### src/design/gpwd_pkg.sv
`timescale 1ns / 1ps
// ----------------------------------------------------------------------------
// Gear pulse width decoder package
// Shared widths, register indexes, type codes and state/config structs.
// ----------------------------------------------------------------------------
package gpwd_pkg;

  localparam int COUNT_BITS   = 14;
  localparam int REG_BITS     = 14;
  localparam int TYPE_BITS    = 5;
  localparam int GEAR_BITS    = 7;
  localparam int CFG_IDX_BITS = 3;

  // tick count plus a small offset, never wraps
  localparam int SUM_BITS = COUNT_BITS + 1;
  localparam int CMP_BITS = (SUM_BITS > REG_BITS) ? SUM_BITS : REG_BITS;

  // floor(x / 100) as (x * RECIP_MUL) >> RECIP_SHIFT, exact for x < 91000
  localparam int RECIP_SHIFT = 23;
  localparam int RECIP_BITS  = 17;
  localparam logic [RECIP_BITS-1:0] RECIP_MUL = RECIP_BITS'(83887);
  localparam int PROD_BITS = SUM_BITS + RECIP_BITS;
  localparam int Q_BITS    = PROD_BITS - RECIP_SHIFT;
  localparam int GQ_BITS   = (Q_BITS > GEAR_BITS) ? Q_BITS : GEAR_BITS;

  localparam logic [SUM_BITS-1:0] HIGH_OFFSET = SUM_BITS'(10);
  localparam logic [SUM_BITS-1:0] LOW_OFFSET  = SUM_BITS'(20);
  localparam logic [GQ_BITS-1:0]  GEAR_MAX    = GQ_BITS'(127);

  localparam logic [TYPE_BITS-1:0] TYPE_NONE = TYPE_BITS'(0);
  localparam logic [TYPE_BITS-1:0] TYPE_5    = TYPE_BITS'(5);
  localparam logic [TYPE_BITS-1:0] TYPE_10   = TYPE_BITS'(10);
  localparam logic [TYPE_BITS-1:0] TYPE_20   = TYPE_BITS'(20);

  localparam logic [REG_BITS-1:0] TIMEOUT_RST   = REG_BITS'(10000);
  localparam logic [REG_BITS-1:0] INVALID_RST   = REG_BITS'(80);
  localparam logic [REG_BITS-1:0] TYPE5_RST     = REG_BITS'(120);
  localparam logic [REG_BITS-1:0] TYPE10_RST    = REG_BITS'(260);
  localparam logic [REG_BITS-1:0] TYPE20_RST    = REG_BITS'(440);

  typedef enum logic [CFG_IDX_BITS-1:0] {
    REG_TIMEOUT = 3'd0,
    REG_INVALID = 3'd1,
    REG_TYPE5   = 3'd2,
    REG_TYPE10  = 3'd3,
    REG_TYPE20  = 3'd4
  } cfg_reg_t;

  typedef struct packed {
    logic [REG_BITS-1:0] timeout_ticks;
    logic [REG_BITS-1:0] invalid_below;
    logic [REG_BITS-1:0] type5_below;
    logic [REG_BITS-1:0] type10_below;
    logic [REG_BITS-1:0] type20_below;
  } dec_cfg_t;

  typedef struct packed {
    logic                  last_level;
    logic                  await_rising;
    logic [COUNT_BITS-1:0] tick_count;
    logic [TYPE_BITS-1:0]  held_type;
    logic [GEAR_BITS-1:0]  held_gear;
    logic                  changed_flag;
  } dec_state_t;

endpackage

### src/design/gpwd_step.sv
`timescale 1ns / 1ps
// ----------------------------------------------------------------------------
// Gear pulse width decoder step
// Next decoder state for one line sample: edge detection, high time
// classification, gear computation and tick counter with timeout.
// ----------------------------------------------------------------------------
module gpwd_step (
  input  gpwd_pkg::dec_cfg_t   cfg,
  input  gpwd_pkg::dec_state_t cur,
  input  logic                 line_level,
  input  logic                 clear_changed,
  output gpwd_pkg::dec_state_t nxt
);
  import gpwd_pkg::*;

  logic                  fall_armed;
  logic                  rise_armed;
  logic [SUM_BITS-1:0]   high_time;
  logic [SUM_BITS-1:0]   low_time;
  logic [CMP_BITS-1:0]   high_cmp;
  logic [TYPE_BITS-1:0]  new_type;
  logic [PROD_BITS-1:0]  prod;
  logic [GQ_BITS-1:0]    ms_div5;
  logic [GQ_BITS-1:0]    gear_raw;
  logic [GEAR_BITS-1:0]  gear_sat;
  logic [COUNT_BITS-1:0] tick_inc;
  logic                  timeout_hit;

  assign fall_armed = cur.last_level & ~line_level & ~cur.await_rising;
  assign rise_armed = ~cur.last_level & line_level & cur.await_rising;

  assign high_time = SUM_BITS'(cur.tick_count) + HIGH_OFFSET;
  assign low_time  = SUM_BITS'(cur.tick_count) + LOW_OFFSET;
  assign high_cmp  = CMP_BITS'(high_time);

  always_comb begin
    if (high_cmp < CMP_BITS'(cfg.invalid_below)) begin
      new_type = TYPE_NONE;
    end else if (high_cmp < CMP_BITS'(cfg.type5_below)) begin
      new_type = TYPE_5;
    end else if (high_cmp < CMP_BITS'(cfg.type10_below)) begin
      new_type = TYPE_10;
    end else if (high_cmp < CMP_BITS'(cfg.type20_below)) begin
      new_type = TYPE_20;
    end else begin
      new_type = TYPE_NONE;
    end
  end

  // (low_time / 20) / type == low_time / (20 * type)
  assign prod    = PROD_BITS'(low_time) * PROD_BITS'(RECIP_MUL);
  assign ms_div5 = GQ_BITS'(prod[PROD_BITS-1:RECIP_SHIFT]);

  always_comb begin
    case (cur.held_type)
      TYPE_5:  gear_raw = ms_div5;
      TYPE_10: gear_raw = ms_div5 >> 1;
      TYPE_20: gear_raw = ms_div5 >> 2;
      default: gear_raw = '0;
    endcase
    if (gear_raw > GEAR_MAX) begin
      gear_sat = GEAR_BITS'(GEAR_MAX);
    end else begin
      gear_sat = GEAR_BITS'(gear_raw);
    end
  end

  assign tick_inc    = cur.tick_count + COUNT_BITS'(1);
  assign timeout_hit = CMP_BITS'(tick_inc) == CMP_BITS'(cfg.timeout_ticks);

  always_comb begin
    nxt            = cur;
    nxt.last_level = line_level;
    if (clear_changed) begin
      nxt.changed_flag = 1'b0;
    end
    if (fall_armed) begin
      nxt.held_type    = new_type;
      nxt.tick_count   = '0;
      nxt.await_rising = 1'b1;
      if (new_type == TYPE_NONE) begin
        nxt.held_gear = '0;
      end
    end else if (rise_armed) begin
      nxt.tick_count   = '0;
      nxt.await_rising = 1'b0;
      if (cur.held_type != TYPE_NONE && gear_sat != cur.held_gear) begin
        nxt.held_gear    = gear_sat;
        nxt.changed_flag = 1'b1;
      end
    end else if (timeout_hit) begin
      nxt.tick_count   = '0;
      nxt.await_rising = 1'b1;
    end else begin
      nxt.tick_count = tick_inc;
    end
  end

endmodule

### src/design/gear_pulse_width_decoder.sv
`timescale 1ns / 1ps
// ----------------------------------------------------------------------------
// Gear pulse width decoder
// Decodes transmission type and gear from a sampled two-pulse line.
//
//   Channel  Direction  Handshake          Payload
//   in       input      in_valid/in_stall  in_line_level, in_clear_changed
//   out      output     out_valid/out_stall out_trans_type, out_gear_code,
//                                          out_gear_changed
//   cfg      input      cfg_we             cfg_idx, cfg_wdata
//
// One transaction per clock; the result appears the cycle after acceptance.
// The decoder state doubles as the output register, so a result stalled on
// the output holds the input off; a result taken frees the input that cycle.
// The state update is one pass through the classifier and a constant
// reciprocal multiply. Synchronous reset restores register defaults.
// ----------------------------------------------------------------------------
module gear_pulse_width_decoder (
  input  logic                                clk,
  input  logic                                rst_n,
  input  logic                                in_valid,
  output logic                                in_stall,
  input  logic                                in_line_level,
  input  logic                                in_clear_changed,
  output logic                                out_valid,
  input  logic                                out_stall,
  output logic [gpwd_pkg::TYPE_BITS-1:0]      out_trans_type,
  output logic [gpwd_pkg::GEAR_BITS-1:0]      out_gear_code,
  output logic                                out_gear_changed,
  input  logic                                cfg_we,
  input  logic [gpwd_pkg::CFG_IDX_BITS-1:0]   cfg_idx,
  input  logic [gpwd_pkg::REG_BITS-1:0]       cfg_wdata
);
  import gpwd_pkg::*;

  dec_cfg_t   cfg_r;
  dec_state_t state_r;
  dec_state_t state_nxt;
  logic       out_valid_r;
  logic       in_accept;

  assign in_stall  = out_valid_r & out_stall;
  assign in_accept = in_valid & ~in_stall;

  gpwd_step u_step (
    .cfg           (cfg_r),
    .cur           (state_r),
    .line_level    (in_line_level),
    .clear_changed (in_clear_changed),
    .nxt           (state_nxt)
  );

  always_ff @(posedge clk) begin
    if (!rst_n) begin
      cfg_r.timeout_ticks <= TIMEOUT_RST;
      cfg_r.invalid_below <= INVALID_RST;
      cfg_r.type5_below   <= TYPE5_RST;
      cfg_r.type10_below  <= TYPE10_RST;
      cfg_r.type20_below  <= TYPE20_RST;
    end else if (cfg_we) begin
      unique case (cfg_idx)
        REG_TIMEOUT: cfg_r.timeout_ticks <= cfg_wdata;
        REG_INVALID: cfg_r.invalid_below <= cfg_wdata;
        REG_TYPE5:   cfg_r.type5_below   <= cfg_wdata;
        REG_TYPE10:  cfg_r.type10_below  <= cfg_wdata;
        REG_TYPE20:  cfg_r.type20_below  <= cfg_wdata;
        default: ;
      endcase
    end
  end

  always_ff @(posedge clk) begin
    if (!rst_n) begin
      state_r.last_level   <= 1'b1;
      state_r.await_rising <= 1'b0;
      state_r.tick_count   <= '0;
      state_r.held_type    <= TYPE_NONE;
      state_r.held_gear    <= '0;
      state_r.changed_flag <= 1'b0;
      out_valid_r          <= 1'b0;
    end else begin
      if (in_accept) begin
        state_r     <= state_nxt;
        out_valid_r <= 1'b1;
      end else if (!out_stall) begin
        out_valid_r <= 1'b0;
      end
    end
  end

  assign out_valid        = out_valid_r;
  assign out_trans_type   = state_r.held_type;
  assign out_gear_code    = state_r.held_gear;
  assign out_gear_changed = state_r.changed_flag;

endmodule
### config.mk
export PLATFORM = sky130hd
export DESIGN_NAME = gear_pulse_width_decoder
export DESIGN_NICKNAME = d
export VERILOG_FILES = /design/src/design/gpwd_pkg.sv /design/src/design/gpwd_step.sv /design/src/design/gear_pulse_width_decoder.sv
export SDC_FILE = /design/constraint.sdc
export NUM_CORES = 1
export LEC_CHECK = 0
export BUFFER_PORTS_ARGS = -buffer_cell sky130_fd_sc_hd__buf_2
export CAP_MARGIN = 5
export CORE_UTILIZATION = 50
export DETAILED_ROUTE_END_ITERATION = 16
export PLACE_DENSITY = 0.69
export SYNTH_ARGS = -nofsm -noshare
export SYNTH_HDL_FRONTEND = slang
export SYNTH_SLANG_ARGS = --single-unit
### constraint.sdc
create_clock -name clk -period 7.1 [get_ports clk]
set_input_delay 1.065 -clock clk [delete_from_list [all_inputs] [get_ports clk]]
set_output_delay 1.065 -clock clk [all_outputs]
set_load 0.1 [all_outputs]
==> summary.md, run 1 <==
| Metric | Value |
|---|---|
| Via/cell ratio | ~5.4 |
| Peak Freq | 0.138 GHz |
| WP buf/inv | 3 |
| Area contributors post-synth | ha_1, dfxtp_1, fa_1 |
| Final hold vios | 0 |
| Top_reg_cell synth | dfxtp_1 |
| Drt initial violations | just under 500 |
| Drt total wl | a little under 30000 um |
| Post-route cell area | 13500 um^2 |
| Buffers on Ports | 38 |
| Final setup viols | 8 |
| Worst Path Arrival | around 7.5 ns |
| I/O pins | 39 |
| Max-Cap Viols | 0 |
| Vias in the first global route | ~9500 |
| RSZ-0062 raised after global routing | true |
| Hold_buf cts | 0 |
| Distinct cells, synth | just under 80 |
| Cell taking the most area after synthesis | ha_1 |
| Placed inst area | 12700 um^2 |
| Sequential area share after synthesis | 0.178 |
| Crit path max-delay family | adder cells |
| Post-synth EDFFs | 0 |
| Worst-margin pin slew | roughly 1.0 ns |
| Post-synth ARST share | 0 |
| Critical Path Fanout Max | 8 |
| Met1 Use GR | 0.348 |
| H-tree Lvls | 3 |
| First-pass GRT wire length | approximately 47000 um |
| Number of diodes | 0 |
| Worst-Skew Late Latency | 0.35 ns |
| Syn_area_per_cell | 8.29 um^2 |
| Final WS setup | -0.162 ns |
| Starting Density | 0.509 |
| Crit Path Category | reg -> reg |
| Ys Warns | 0 |
| Initial antenna violation count | 0 |
| DR WL/cell | 16.5 um |
| Met2 usage | 0.460 |
| Status | complete, but fails checks |
| Dpl ws | -0.322 ns |
| Slowest cell on the critical path | fa_1 |
| Layout Skew | around 0.011 ns |
| Antenna-violating nets left | 0 |
| Nets | roughly 1800 |
| Root Driver | clkbuf_16 |
| GRT Util Overall | 0.265 |
| Synth Register Bits | around 100 |
| Crit. End Element | flip-flop |
| GR peak layer | met2 |
| Cts bufs inserted | 9 |
| Die Ht | approximately 150 um |
| Die area | around 23000 um^2 |
| Peak supply drop | 0.155 mV |
| GRT overflow | 0 |
| Drt pass-1 iters | 5 |
| Filler Cell Count | between 1500 and 2000 |
| Clk sinks | between 90 and 100 |
| Most used cell, CP | fa_1 |
| Routing usage on met3 | 0.0226 |
| Pin count of the biggest net entering global routing | a little over 80 |
| Detailed-route via count | a little under 10000 |
| CP max stage delay | 0.52 ns |
| CTS tree | yes |
| Worst-case clock buffer depth | 2 |
| Layout area overhead | 21.1% |
| HPWL after DPL | ~24000 um |
| RePlAce Congestion | between 0.9 and 1 |
| Core footprint | 21800 um^2 |
| DR DRC count | 0 |
| Die width | 151 um |
| Period utilisation layout | 1.02 |
| Post-Syn Area | between 10000 and 15000 um^2 |
| HP Class | reg -> reg |
| Fin crit period | about 7.3 ns |
| Std-Cell Rows | between 50 and 60 |
| Top cell type's share of synthesized area | 0.198 |
| Clock slew at reported path FFs | around 0.080 ns |
| Startpoint types | flip-flop |
| Lkg Pwr | 6.57 nW |
| Worst path required time | approximately 7.3 ns |
| Mapped Nets | approximately 1600 |
| Slew margin rel. | 0.316 |
| Failing checks | setup timing |
| Cells after Synth | about 1300 |
| Power density cells | 102 nW/um^2 |
| Final slew viol count | 0 |
| Share of post-route cells with drive strength above 1 | 0.224 |
[state kept, by name (all words and copies together) (netlist names)]
name,cells
out_gear_changed,1
out_valid,1
out_trans_type,4
out_gear_code,7
cfg_r,70
state_r,16
[layer usage]
metal	share of wire	vias to the layer above
met5	0	-
met4	0.025	0
met3	0.036	53
met2	0.49	211
met1	0.45	4566
li1	-	4776
[Yosys cell counts (14+ instances only)]
cell type	number
xor2_1	14
nor2_1	55
a21o_1	34
ha_1	176
a21oi_1	112
o211ai_1	16
nor3_1	15
xnor2_1	34
nand2_1	187
fa_1	86
inv_1	208
o21ai_0	29
nand3_1	27
dfxtp_1	99
clkbuf_1	39
[layout make-up]
type	instances	area, um^2	area share
inverters	209	785	0.0582
multi-input cells	977	8740	0.649
flip-flops and latches	99	2000	0.148
repair buffers	183	1290	0.0958
clock buffers	9	225	0.0167
well taps	280	350	0.0260
clock inverters	7	78.8	0.00585
[power breakdown]
group | leakage [nW] | internal (W) | switching, W | total (W)
sequential | 0.807 | 0.000565 | 0.00000589 | 0.000571
clock | 0.148 | 0.000250 | 0.000240 | 0.000490
combinational | 5.62 | 0.000125 | 0.000182 | 0.000307
[placed cells by master, fill, tap and decap left out, drive strengths merged, types with 10 or more instances in the layout]
master and n:
nand2 187, a21o 34, and3 10, o211ai 18, inv 212, o21ai 32
nand3 27, nor2 56, a21oi 113, nand4 13, xnor2 34, ha 176
or3 12, dfxtp 99, fa 86, xor2 14, and2 13, nor3 17
buf 183
[path summary, 6_finish.rpt]
path | from | endpoint | slack, ns | depth (start not counted)
max | state_r[16] | out_gear_code[3] | -0.16 | 25
min | cfg_r[35] | cfg_r[35] | 0.46 | 2
max reg2reg | state_r[16] | out_gear_code[3] | -0.16 | 25
min reg2reg | cfg_r[35] | cfg_r[35] | 0.46 | 2
[through the flow]
step	hold slack, ns	std cells	TNS, ns	total power, W	utilization
detailed placement	0.447	1734	-2.44	0.000864	0.580
finish	0.457	1764	-1.15	0.00137	0.617
CTS	0.458	1759	-1.18	0.00137	0.607
floorplan	0.436	1341	0	0.000768	-
global placement	0.443	1734	-1.21	0.000855	0.580
global route	0.471	1764	-2.96	0.00144	0.617
[worst min-delay path, stage by stage (launching register included)]
cell,delay (ns)
dfxtp_1,0.32
nand2_1,0.05
a21oi_1,0.05
[what timing repair did]
| item | CTS | global route |
|---|---|---|
| endpoints found under the setup margin | 8 | 8 |
| resized for setup | 47 | 38 |
| buffers inserted | 9 | 5 |
| pin swaps | 37 | 37 |
[kinds of logic after synthesis]
group                      after synthesis  share of synthesized area
buffers and inverters                  265                     0.0936
adders and majority gates              262                      0.353
DFF                                     99                      0.178
AOI/OAI and AO/OA                      273                      0.162
and+or+nand+nor                        384                      0.163
xor gates and xnor gates                48                     0.0378
muxes                                   10                     0.0122
(Power assumes the default switching activity.)
==> inputs of run 2 (changes only) <==
--- a/config.mk
+++ b/config.mk
@@ -5,11 +5,11 @@
 export SDC_FILE = /design/constraint.sdc
 export NUM_CORES = 1
 export LEC_CHECK = 0
-export BUFFER_PORTS_ARGS = -buffer_cell sky130_fd_sc_hd__buf_2
 export CAP_MARGIN = 5
 export CORE_UTILIZATION = 50
 export DETAILED_ROUTE_END_ITERATION = 16
-export PLACE_DENSITY = 0.69
+export DONT_BUFFER_PORTS = 1
+export PLACE_DENSITY = 0.68
 export SYNTH_ARGS = -nofsm -noshare
 export SYNTH_HDL_FRONTEND = slang
 export SYNTH_SLANG_ARGS = --single-unit
==> run 2 against run 1 <==
Against the previous run:
- the run still ends with setup timing left
- via count fell by 1.8%
- cell count fell by 1.9%
- utilization fell by 0.080 points
- routed wire length barely moved
- non-clock buffer count fell by 34
- hold slack barely moved
- total power fell by 1.4%
- critical path type unchanged
- highest routed layer unchanged
==> summary.md, run 2 (same netlist as run 1, synthesis figures left out) <==
| Metric | Value |
|---|---|
| Die area | 22800 um^2 |
| Crit path max-delay family | adder cells |
| Max reg flops | 70 |
| HP Class | reg -> reg |
| Worst-margin pin slew | roughly 1.2 ns |
| Initial antenna violation count | 0 |
| First-pass GRT wire length | around 46000 um |
| Layout Skew | 0.0102 ns |
| Worst setup startpoint | state_r[17] |
| Peak supply drop | approximately 0.17 mV |
| Slowest cell on the critical path | fa_1 |
| Final hold vios | 0 |
| Fin crit period | about 7.3 ns |
| Crit. End Element | flip-flop |
| H-tree Lvls | 3 |
| Drt total wl | between 20000 and 30000 um |
| Std-Cell Rows | 54 |
| Status | complete, but fails checks |
| Period utilisation layout | 1.03 |
| Peak Freq | roughly 0.14 GHz |
| Hold_buf cts | 0 |
| Hold Crit Start | cfg_r[18] |
| Reg2reg start | state_r[17] |
| Reg2Reg Capture Point | out_gear_code[3] |
| Failing checks | setup timing |
| Most used cell, CP | fa_1 |
| Lkg Pwr | 6.41 nW |
| Crit Path Category | reg -> reg |
| Worst path required time | about 7.4 ns |
| Hold depth | 2 |
| Final setup viols | 8 |
| Startpoint types | flip-flop |
| R2r setup slk | -0.24 ns |
| Final WS setup | -0.244 ns |
| Share of post-route cells with drive strength above 1 | 0.210 |
| Cts bufs inserted | 9 |
| Vias in the first global route | 9161 |
| Core footprint | ~22000 um^2 |
| Total power draw | around 0.0013 W |
| Number of diodes | 0 |
| Slew margin rel. | 0.202 |
| Detailed-route via count | 9429 |
| HPWL after DPL | about 23000 um |
| Hold path endpoint | cfg_r[18] |
| CTS tree | yes |
| DR WL/cell | roughly 17 um |
| Most common cell after layout, fill and taps aside | inv_1 |
| Filler Cell Count | around 1900 |
| FF-to-FF path depth | 25 |
| GRT Util Overall | 0.260 |
| Worst-Skew Late Latency | around 0.35 ns |
| WP buf/inv | 6 |
| Buffers on Ports | 0 |
| Clk sinks | just under 100 |
| GRT overflow | 0 |
| Dpl ws | -0.358 ns |
| Power density cells | ~100 nW/um^2 |
| Pin count of the biggest net entering global routing | 81 |
| Nets | between 1500 and 2000 |
| DR DRC count | 0 |
| Root Driver | clkbuf_16 |
| Commonest cells after routing, fill and taps aside | inv_1, nand2_1, ha_1, buf_4, a21oi_1 |
| Biggest register | cfg_r |
| RSZ-0062 raised after global routing | true |
| Storage element area | roughly 2000 um^2 |
| I/O pins | 39 |
| Worst-case clock buffer depth | 2 |
| Starting Density | 0.509 |
| Die Ht | about 150 um |
| Drt pass-1 iters | 5 |
| Multi-input gate area | between 8000 and 9000 um^2 |
| Max-Cap Viols | 0 |
| RePlAce Congestion | roughly 0.95 |
| Critical Path Fanout Max | 8 |
| Drt initial violations | 564 |
| Clock slew at reported path FFs | 0.08 ns |
| Final slew viol count | 0 |
| Via/cell ratio | roughly 5.5 |
| Worst Path Arrival | between 7 and 8 ns |
| Die width | ~150 um |
| CP max stage delay | about 0.53 ns |
| Antenna-violating nets left | 0 |
| Layout area overhead | 21.0% |
-- run 2: repair_timing --
action | 4_1_cts | 5_1_grt
resized for setup | 46 | 51
buffers inserted | 13 | 10
pin swaps | 25 | 44
setup endpoints to repair | 8 | 8
hold endpoints to repair | 0 | 0
-- run 2: worst reg2reg max path, cell delays in order (launching register included) --
cell       delay, ns
dfxtp_2         0.39
buf_6           0.16
o21ai_4         0.08
buf_6           0.14
buf_4           0.13
nor3_4          0.19
inv_1           0.08
fa_1            0.51
inv_2           0.07
fa_1            0.53
fa_2            0.43
fa_2            0.42
fa_1            0.51
fa_1            0.52
ha_4            0.31
and4_4          0.24
nand3_4         0.09
or4_4           0.52
a32o_2          0.30
buf_6           0.13
a2bb2oi_4       0.16
nor4_4          0.36
xnor2_2         0.17
a221oi_4        0.07
o211ai_4        0.40
mux2_4          0.34
-- run 2: metal layers --
layer / GRT usage / share of wire
met1: 0.331 / 0.44
met2: 0.466 / 0.50
met3: 0.0358 / 0.049
met4: 0.0550 / 0.013
met5: 0 / 0
-- run 2: final cells by class --
class | instances | share of cell area
clock inverter | 6 | 0.00419
multi-input combinational | 977 | 0.660
timing repair buffer | 149 | 0.0855
inverter | 209 | 0.0583
sequential | 99 | 0.148
clock buffer | 10 | 0.0178
tap | 280 | 0.0260
-- run 2: stage by stage --
step	hold WS, ns	cells	TNS (ns)	utilization	instance area, um^2
after floorplan	0.436	1341	0	-	11500
after global placement	0.442	1691	-1.89	0.570	12400
after detailed placement	0.446	1691	-2.69	0.570	12400
after CTS	0.457	1720	-1.45	0.599	13100
after global routing	0.475	1730	-3.55	0.616	13500
final	0.456	1730	-1.89	0.616	13500
-- run 2: worst max-delay path by stage --
stage | to | slack, ns | cells after the start
after floorplan | out_gear_code[0] | 0.0009 | 25
after global placement | out_gear_code[3] | -0.25 | 29
after detailed placement | out_gear_code[3] | -0.36 | 27
after CTS | out_gear_code[2] | -0.19 | 29
after global routing | out_gear_code[1] | -0.46 | 28
final | out_gear_code[3] | -0.24 | 25
-- run 2: power breakdown --
group	switching, W	leakage (nW)	internal (W)	total [W]
logic	0.000164	5.46	0.000118	0.000282
registers	0.00000884	0.806	0.000566	0.000575
clock network	0.000238	0.143	0.000255	0.000493
==> inputs of run 3 (changes only) <==
--- a/config.mk
+++ b/config.mk
@@ -6,6 +6,7 @@
 export NUM_CORES = 1
 export LEC_CHECK = 0
 export CAP_MARGIN = 5
+export CORE_ASPECT_RATIO = 0.7
 export CORE_UTILIZATION = 50
 export DETAILED_ROUTE_END_ITERATION = 16
 export DONT_BUFFER_PORTS = 1
==> run 3 against run 2 <==
Against the previous run:
- the flow still finishes with violations (setup timing)
- total power rose by 4.7%
- count of clock-buffer cells in the layout did not move
- non-clock buffer count rose by 15
- first-iteration DRC count rose by 47%
- cell area rose by 2.1%
- critical endpoint is now out_gear_code[2]
- largest cell class unchanged
==> summary.md, run 3 (same netlist as run 1, synthesis figures left out) <==
| Metric | Value |
|---|---|
| Status | complete, but fails checks |
| Failing checks | setup timing |
| Final setup viols | 8 |
| Starting Density | 0.512 |
| Setup TNS | -2.78 ns |
| H-tree Lvls | 3 |
| RePlAce Congestion | 0.922 |
| Antenna-violating nets left | 0 |
| Clock slew at reported path FFs | around 0.070 ns |
| Clock power share | 0.391 |
| Share of post-route cells with drive strength above 1 | 0.230 |
| Layout area overhead | 23.5% |
| Worst setup startpoint | state_r[15] |
| Worst-case clock buffer depth | 2 |
| Switching power | between 0.0003 and 0.0004 W |
| Drt initial violations | 829 |
| CTS tree | yes |
| Worst-margin pin slew | ~1.2 ns |
| Lkg Pwr | between 6 and 7 nW |
| Worst-Skew Late Latency | about 0.35 ns |
| Layout Skew | 0.00789 ns |
| Critical Path Fanout Max | 8 |
| Most used cell, CP | buf_4 |
| Initial antenna violation count | 0 |
| CP max stage delay | ~0.6 ns |
| Detailed-route via count | 9814 |
| Max reg flops | 70 |
| DR WL/cell | between 15 and 20 um |
| Final hold vios | 0 |
| Std-Cell Rows | 45 |
| Stages on worst setup path | 31 |
| RSZ-0062 raised after global routing | true |
| Commonest cells after routing, fill and taps aside | inv_1, nand2_1, ha_1, buf_4, a21oi_1 |
| Number of diodes | 0 |
| CP Capture Point | out_gear_code[2] |
| R2r setup slk | -0.36 ns |
| I/O pins | 39 |
| Crit Path Category | reg -> reg |
| Biggest register | cfg_r |
| Pin count of the biggest net entering global routing | 81 |
| Part of the power in registers | 0.407 |
| DR DRC count | 0 |
| Power density cells | 103 nW/um^2 |
| Final WS setup | -0.358 ns |
| Slew margin rel. | 0.228 |
| Final slew viol count | 0 |
| Worst path required time | between 7 and 8 ns |
| Via/cell ratio | 5.62 |
| Pint | between 0.001 and 0.0015 W |
| Drt pass-1 iters | 5 |
| Cts bufs inserted | 9 |
| Combinational share of power | 0.201 |
| Die Ht | between 100 and 150 um |
| Worst Path Arrival | 7.69 ns |
| Peak supply drop | roughly 0.13 mV |
| WP buf/inv | 9 |
| GRT Util Overall | 0.279 |
| Max-Cap Viols | 0 |
| Root Driver | clkbuf_16 |
| Startpoint types | flip-flop |
| Slowest cell on the critical path | fa_2 |
| Fin crit period | roughly 7.5 ns |
| First-pass GRT wire length | approximately 51000 um |
| GRT overflow | 0 |
| Peak Freq | about 0.13 GHz |
| Die width | between 150 and 200 um |
| HPWL after DPL | approximately 25000 um |
| Sw Ratio | 0.283 |
| Crit. End Element | flip-flop |
| Nets | about 1700 |
| Core footprint | about 22000 um^2 |
| Reg2reg start | state_r[15] |
| HP Class | reg -> reg |
| Reg2Reg Capture Point | out_gear_code[2] |
| Crit path max-delay family | adder cells |
| Most common cell after layout, fill and taps aside | inv_1 |
| Dpl ws | -0.521 ns |
| Period utilisation layout | 1.05 |
| Clk sinks | a little under 100 |
| FF-to-FF path depth | 31 |
| Drt total wl | 31100 um |
| Buffers on Ports | 0 |
| Die area | around 23000 um^2 |
| Vias in the first global route | about 9500 |
[run 3: changes by cell type in the layout (fill, tap and decap cells not counted), sizes merged]
cell / change
buf: +15
bufinv: +2
inv: -2
[run 3: worst min-delay path by stage]
stage               startpoint   endpoint  depth (start not counted)
detailed placement   cfg_r[27]  cfg_r[27]                          2
global placement     cfg_r[44]  cfg_r[44]                          2
floorplan            cfg_r[10]  cfg_r[10]                          2
finish               cfg_r[44]  cfg_r[44]                          2
global route         cfg_r[14]  cfg_r[14]                          2
CTS                  cfg_r[28]  cfg_r[28]                          2
[run 3: per-layer routing]
layer | share of wire | track usage | up-vias
met5 | 0 | 0 | -
met4 | 0.0057 | 0.0322 | 0
met3 | 0.080 | 0.0657 | 20
met2 | 0.40 | 0.399 | 352
met1 | 0.51 | 0.433 | 4704
li1 | - | - | 4738
[run 3: power groups by stage]
stage                     clock (W)  combinational [W]  sequential (W)
final                      0.000553           0.000285        0.000575
after global routing       0.000576           0.000319        0.000577
after CTS                  0.000554           0.000277        0.000575
after detailed placement          0           0.000255        0.000588
after global placement            0           0.000251        0.000588
after floorplan                   0           0.000181        0.000587
[run 3: final cells by class]
type,count,area (um^2)
Clock buffer,10,250
Clock inverter,6,86.3
Fill cell,1805,8000
Inverter,209,787
Multi-Input combinational cell,977,8980
Sequential cell,99,1990
Tap cell,282,353
Timing Repair Buffer,164,1280
[run 3: repair_timing]
item                                    4_1_cts  5_1_grt
hold buffers                                  0        0
buffers inserted                             20        5
endpoints found under the setup margin        8        8
pin swaps                                    62       34
gates resized for setup                      94       30
[run 3: worst min-delay path, cell delays in order (launching register included)]
cell,delay (ns)
dfxtp_1,0.31
nand2_1,0.05
a21oi_1,0.05
[run 3: per-stage QoR]
| stage | std cells | utilization | power (W) | hold slack, ns | instance area (um^2) |
|---|---|---|---|---|---|
| 2_1_floorplan | 1341 | - | 0.000768 | 0.436 | 11500 |
| 3_3_place_gp | 1706 | 0.577 | 0.000839 | 0.443 | 12500 |
| 3_5_place_dp | 1706 | 0.577 | 0.000843 | 0.447 | 12500 |
| 4_1_cts | 1742 | 0.622 | 0.00141 | 0.457 | 13500 |
| 5_1_grt | 1747 | 0.632 | 0.00147 | 0.470 | 13700 |
| 6_report | 1747 | 0.632 | 0.00141 | 0.455 | 13700 |
